===== src/rtl/rlf_pkg.sv =====
package rlf_pkg;

  typedef logic signed [31:0] q_t;

  localparam logic [17:0] HeatRatioReset = 18'd91750;
  localparam logic signed [32:0] QOne = 33'sd65536;
  localparam logic signed [32:0] QHalf = 33'sd32768;

  // divider: 48-bit magnitude dividend, two quotient bits per stage
  localparam int DivWidth = 48;
  localparam int DivBits = 2;
  localparam int DivSteps = DivWidth / DivBits;
  localparam int DivLat = DivSteps + 1;

  // square root: 32 root bits, two per stage
  localparam int SqrtWidth = 32;
  localparam int SqrtBits = 2;
  localparam int SqrtSteps = SqrtWidth / SqrtBits;
  localparam int SqrtLat = SqrtSteps + 1;

  localparam int SideLat = 2 * DivLat + SqrtLat + 7;

  // per side: w = rho, mn, mt, e and f = side flux, both rotated
  typedef struct packed {
    q_t [3:0] w;
    q_t [3:0] f;
    q_t       lam;
    logic     p_neg;
  } side_res_t;

  function automatic q_t sat_q(input logic signed [65:0] x);
    q_t r;
    if (x > 66'sd2147483647) begin
      r = q_t'(32'h7fff_ffff);
    end else if (x < -66'sd2147483648) begin
      r = q_t'(32'h8000_0000);
    end else begin
      r = q_t'(x[31:0]);
    end
    return r;
  endfunction

  // rounded to nearest, ties upwards, then saturated
  function automatic q_t mul_q(input logic signed [32:0] a, input logic signed [32:0] b);
    logic signed [65:0] p;
    p = a * b;
    p = p + 66'sd32768;
    return sat_q(p >>> 16);
  endfunction

  function automatic q_t add_q(input q_t a, input q_t b);
    return sat_q(66'(a) + 66'(b));
  endfunction

  function automatic q_t sub_q(input q_t a, input q_t b);
    return sat_q(66'(a) - 66'(b));
  endfunction

  function automatic q_t abs_q(input q_t a);
    q_t r;
    if (a[31]) begin
      r = sat_q(-66'(a));
    end else begin
      r = a;
    end
    return r;
  endfunction

endpackage


===== src/rtl/rlf_sqrt.sv =====
module rlf_sqrt import rlf_pkg::*; (
  input  logic                   clk_i,
  input  logic                   en_i,
  input  logic [2*SqrtWidth-1:0] rad_i,
  output logic [SqrtWidth-1:0]   root_o
);

  typedef struct packed {
    logic [SqrtWidth+1:0]   rem;
    logic [2*SqrtWidth-1:0] rad;
    logic [SqrtWidth-1:0]   root;
  } sq_st_t;

  function automatic sq_st_t sq_stage(input sq_st_t s);
    sq_st_t               t;
    logic [SqrtWidth+3:0] rr;
    logic [SqrtWidth+1:0] trial;
    t = s;
    for (int i = 0; i < SqrtBits; i++) begin
      rr = {t.rem, t.rad[2*SqrtWidth-1 -: 2]};
      t.rad = {t.rad[2*SqrtWidth-3:0], 2'b00};
      trial = {t.root, 2'b01};
      if (rr >= {2'b00, trial}) begin
        rr = rr - {2'b00, trial};
        t.root = {t.root[SqrtWidth-2:0], 1'b1};
      end else begin
        t.root = {t.root[SqrtWidth-2:0], 1'b0};
      end
      t.rem = rr[SqrtWidth+1:0];
    end
    return t;
  endfunction

  sq_st_t                st0;
  sq_st_t                st_q [SqrtSteps];
  logic [SqrtWidth-1:0]  root_q;

  always_comb begin
    st0.rem  = '0;
    st0.rad  = rad_i;
    st0.root = '0;
  end

  always_ff @(posedge clk_i) begin
    if (en_i) begin
      st_q[0] <= sq_stage(st0);
      for (int i = 1; i < SqrtSteps; i++) begin
        st_q[i] <= sq_stage(st_q[i-1]);
      end
      root_q <= st_q[SqrtSteps-1].root;
    end
  end

  assign root_o = root_q;

endmodule


===== config.mk =====
export PLATFORM = sky130hd
export DESIGN_NAME = rlf_sqrt
export DESIGN_NICKNAME = d
export VERILOG_FILES = /design/src/rtl/rlf_pkg.sv /design/src/rtl/rlf_sqrt.sv
export SDC_FILE = /design/constraint.sdc
export NUM_CORES = 2
export LEC_CHECK = 0
export BUFFER_PORTS_ARGS = -buffer_cell sky130_fd_sc_hd__buf_2
export CORE_MARGIN = 1
export CORE_UTILIZATION = 55
export CTS_CLUSTER_SIZE = 20
export DETAILED_ROUTE_END_ITERATION = 10
export GPL_TIMING_DRIVEN = 0
export PLACE_DENSITY = 0.7
export RECOVER_POWER = 50
export SLEW_MARGIN = 20
export SYNTH_ARGS = -nofsm -noshare
export SYNTH_HDL_FRONTEND = slang
export SYNTH_SLANG_ARGS = --single-unit

===== constraint.sdc =====
create_clock -name clk_i -period 6.24 [get_ports clk_i]
set_clock_uncertainty 0.05 [all_clocks]
set_input_delay 1.56 -clock clk_i [delete_from_list [all_inputs] [get_ports clk_i]]
set_output_delay 1.56 -clock clk_i [all_outputs]
set_load 0.05 [all_outputs]

==> metrics <==
initial antenna violation count 4; final setup fails 0; GRT Util Overall 29.7%; CTS tree done; Fillers 12.2k; Die Y 389 um; hold_buf cts 0; critical path data required time 6.66 ns; Slew HR 26.4%; final hold violations 0; Final Cell Area 92700 um2; cell taking the most area after synthesis edfxtp_1; fin crit share 98.1%; crit path DAT 6.54 ns; P per Cell Area 415 nW/um2; die footprint 151000 um2; IO buf count 97; fin nets 9085; clk root buf clkbuf_16; # clock sinks 1271; Initial DRC Count 5342; Routability Congestion 0.967; chip width 389 um; # rows 141; CTS max path bufs 3; Residual DRC 0; FF+latch count, synth 1271; vias in the first global route 61.4k; dpl cell area 85600 um2; Core ar. 148000 um2; FFs w/ async S/R, synth 0%; Seq/Total Area, Yosys 46.3%; Crit. Startpoint st_q[12][11]; Worst R2R Start st_q[12][11]; first drt pass iteration count 6; most frequent cell after synthesis edfxtp_1; MaxCap Viol Count 0; Hold WS 0.360 ns; Max H-tree Level 4; detailed placer's ending HPWL 178 mm; kind of critical path flip-flop to flip-flop; VDD IR max 0.275 mV; R2R Setup Slk 0.12 ns; Post-synth top cells edfxtp_1 (1271), a21oi_1 (684), nand2_1 (675); cts bufs inserted 140; largest cells by area after synthesis edfxtp_1 (46%), ha_1 (8.5%), xnor2_1 (5.0%), a21oi_1 (4.2%), xor2_1 (3.1%); final wirelength 230 mm; Routed Antenna Nets 0; hold path startpoint st_q[6][87]; status complete, no violations; Area growth syn-to-layout 12.5%; CP endpoint kind flip-flop; first-pass GRT wire length 349 mm; actual slew at the worst max-slew pin 1.08 ns; mapped cell area 82400 um2; I/O pins 98; Final Critical Period 6.12 ns; Post-synth EDFFs 1271; GRT Residual Overflow 0; DR vias 64.5k; area occupied by registers 38200 um2; area share of the largest cell type after synthesis 46.3%; Synth cell types 114; Synth Area per Inst 10.1 um2; layout cells sized above 1 11.6%; largest net degree at the start of global routing 151; vias per cell 6.15; Starting Density 55.6%; max-slew violation count 0; Worst Hold Class flip-flop to flip-flop; crit-path max FO 10; Cells after Synth 8140; worst skew pair latency 0.79 ns; Worst setup SP type flip-flop; Reg clk slew, reported paths 0.07 ns; Lkg Pwr 36.3 nW; Fmax 163 MHz; DR WL/cell 21.9 um; yosys warns 0; Antenna Cells 0; Main synth FF type edfxtp_1; area occupied by multi-input gates 43100 um2
==> metal layers <==
metal	global-route usage, %	share of wire, %	up-vias
met5	0	0.0048	-
met4	16.4	6.1	2
met3	3.51	5.2	574
met2	50.1	48	2093
met1	37.0	41	30900
li1	-	-	31000
==> power by group <==
| part | switching (mW) | internal, mW | total (mW) |
|---|---|---|---|
| Clock | 3.58 | 4.76 | 8.34 |
| Combinational | 10.4 | 7.14 | 17.6 |
| Sequential | 1.22 | 11.4 | 12.6 |
| Total | 15.2 | 23.3 | 38.5 |
==> through the flow <==
stage	setup slack, ns	setup TNS (ns)	utilization [%]	instances	power [mW]
after floorplan	0.209	0	-	8142	24.6
after global placement	-15.51	-	57.6	10200	29.2
after detailed placement	-2.00	-358.12	57.8	10200	29.1
after CTS	-0.00643	-0.00643	61.6	10400	37.9
after global routing	-0.0989	-1.11	62.6	10500	40.7
final	0.115	0	62.6	10500	38.5
==> layout by cell type (no fill, tap or decap), drive strengths merged, types with 23 or more instances in the layout <==
cell,count
nor2,668
nor3b,31
o31a,24
a21o,272
nand4,159
nor3,196
clkbuf,267
nand2,675
a31oi,68
xnor2,473
a21oi,684
and4,37
nand2b,110
nor2b,87
a2111oi,36
o21bai,70
mux2i,23
inv,488
ha,558
nand3,189
a211oi,58
or3,85
xor2,291
or2,51
and3,73
clkinv,69
o21ai,420
or4,49
o31ai,65
o21a,87
a211o,31
edfxtp,1271
o211ai,49
and2,48
nand3b,28
buf,278
mux2,76
nor4,125
==> critical path, stage by stage, from the launching register on <==
cell and delay (ns):
edfxtp_1 0.42, inv_1 0.14, ha_1 0.32, a21oi_2 0.21, o21a_1 0.15, o221ai_2 0.12
and2_1 0.24, or3_1 0.37, buf_6 0.18, buf_4 0.19, clkbuf_8 0.19, nand2_1 0.07
nand2_1 0.14, ha_4 0.34, nand3_2 0.10, or3b_2 0.45, or4_4 0.45, a31oi_4 0.23
a21oi_4 0.12, o31a_1 0.34, nor3_2 0.24, nor4_4 0.07, buf_4 0.21, buf_4 0.19
nand2_1 0.07, o21ai_0 0.18
==> area by class of cell <==
type	instances	share of cell area [%]
sequential	1271	41.2
clock inverter	94	1.14
buffer	178	1.11
timing repair buffer	211	1.65
multi-input combinational	6178	46.5
clock buffer	156	3.87
tap	1930	2.60
inverter	481	1.99
==> flip-flops by register name, summed over array words and instances, names as in the netlist <==
register,count
root_o,32
st_q,1239
==> what timing repair did <==
action | 4_1_cts | 5_1_grt
gates cloned | 0 | 0
endpoints found under the setup margin | 382 | 380
pin swaps | 18 | 47
setup buffers | 35 | 70
resized for setup | 271 | 275
==> kinds of logic after synthesis <==
| family | count (synthesis) | synth area share (%) |
|---|---|---|
| AND/OR/NAND/NOR | 2685 | 16.5 |
| AO/OA/AOI/OAI | 2067 | 15.9 |
| flip-flops | 1271 | 46.3 |
| XOR/XNOR | 765 | 8.15 |
| buffers and inverters | 693 | 3.27 |
| adder cells (fa/ha/maj) | 559 | 8.48 |
| multiplexers | 99 | 1.32 |
| other | 1 | 0.00455 |
==> path summary, 6_finish.rpt <==
| path | endpoint | cells after the start |
|---|---|---|
| max | st_q[13][107] | 25 |
| min | st_q[7][91] | 0 |
| max reg2reg | st_q[13][107] | 25 |
| min reg2reg | st_q[7][91] | 0 |
Note: power is estimated with default switching activity, not from simulation.
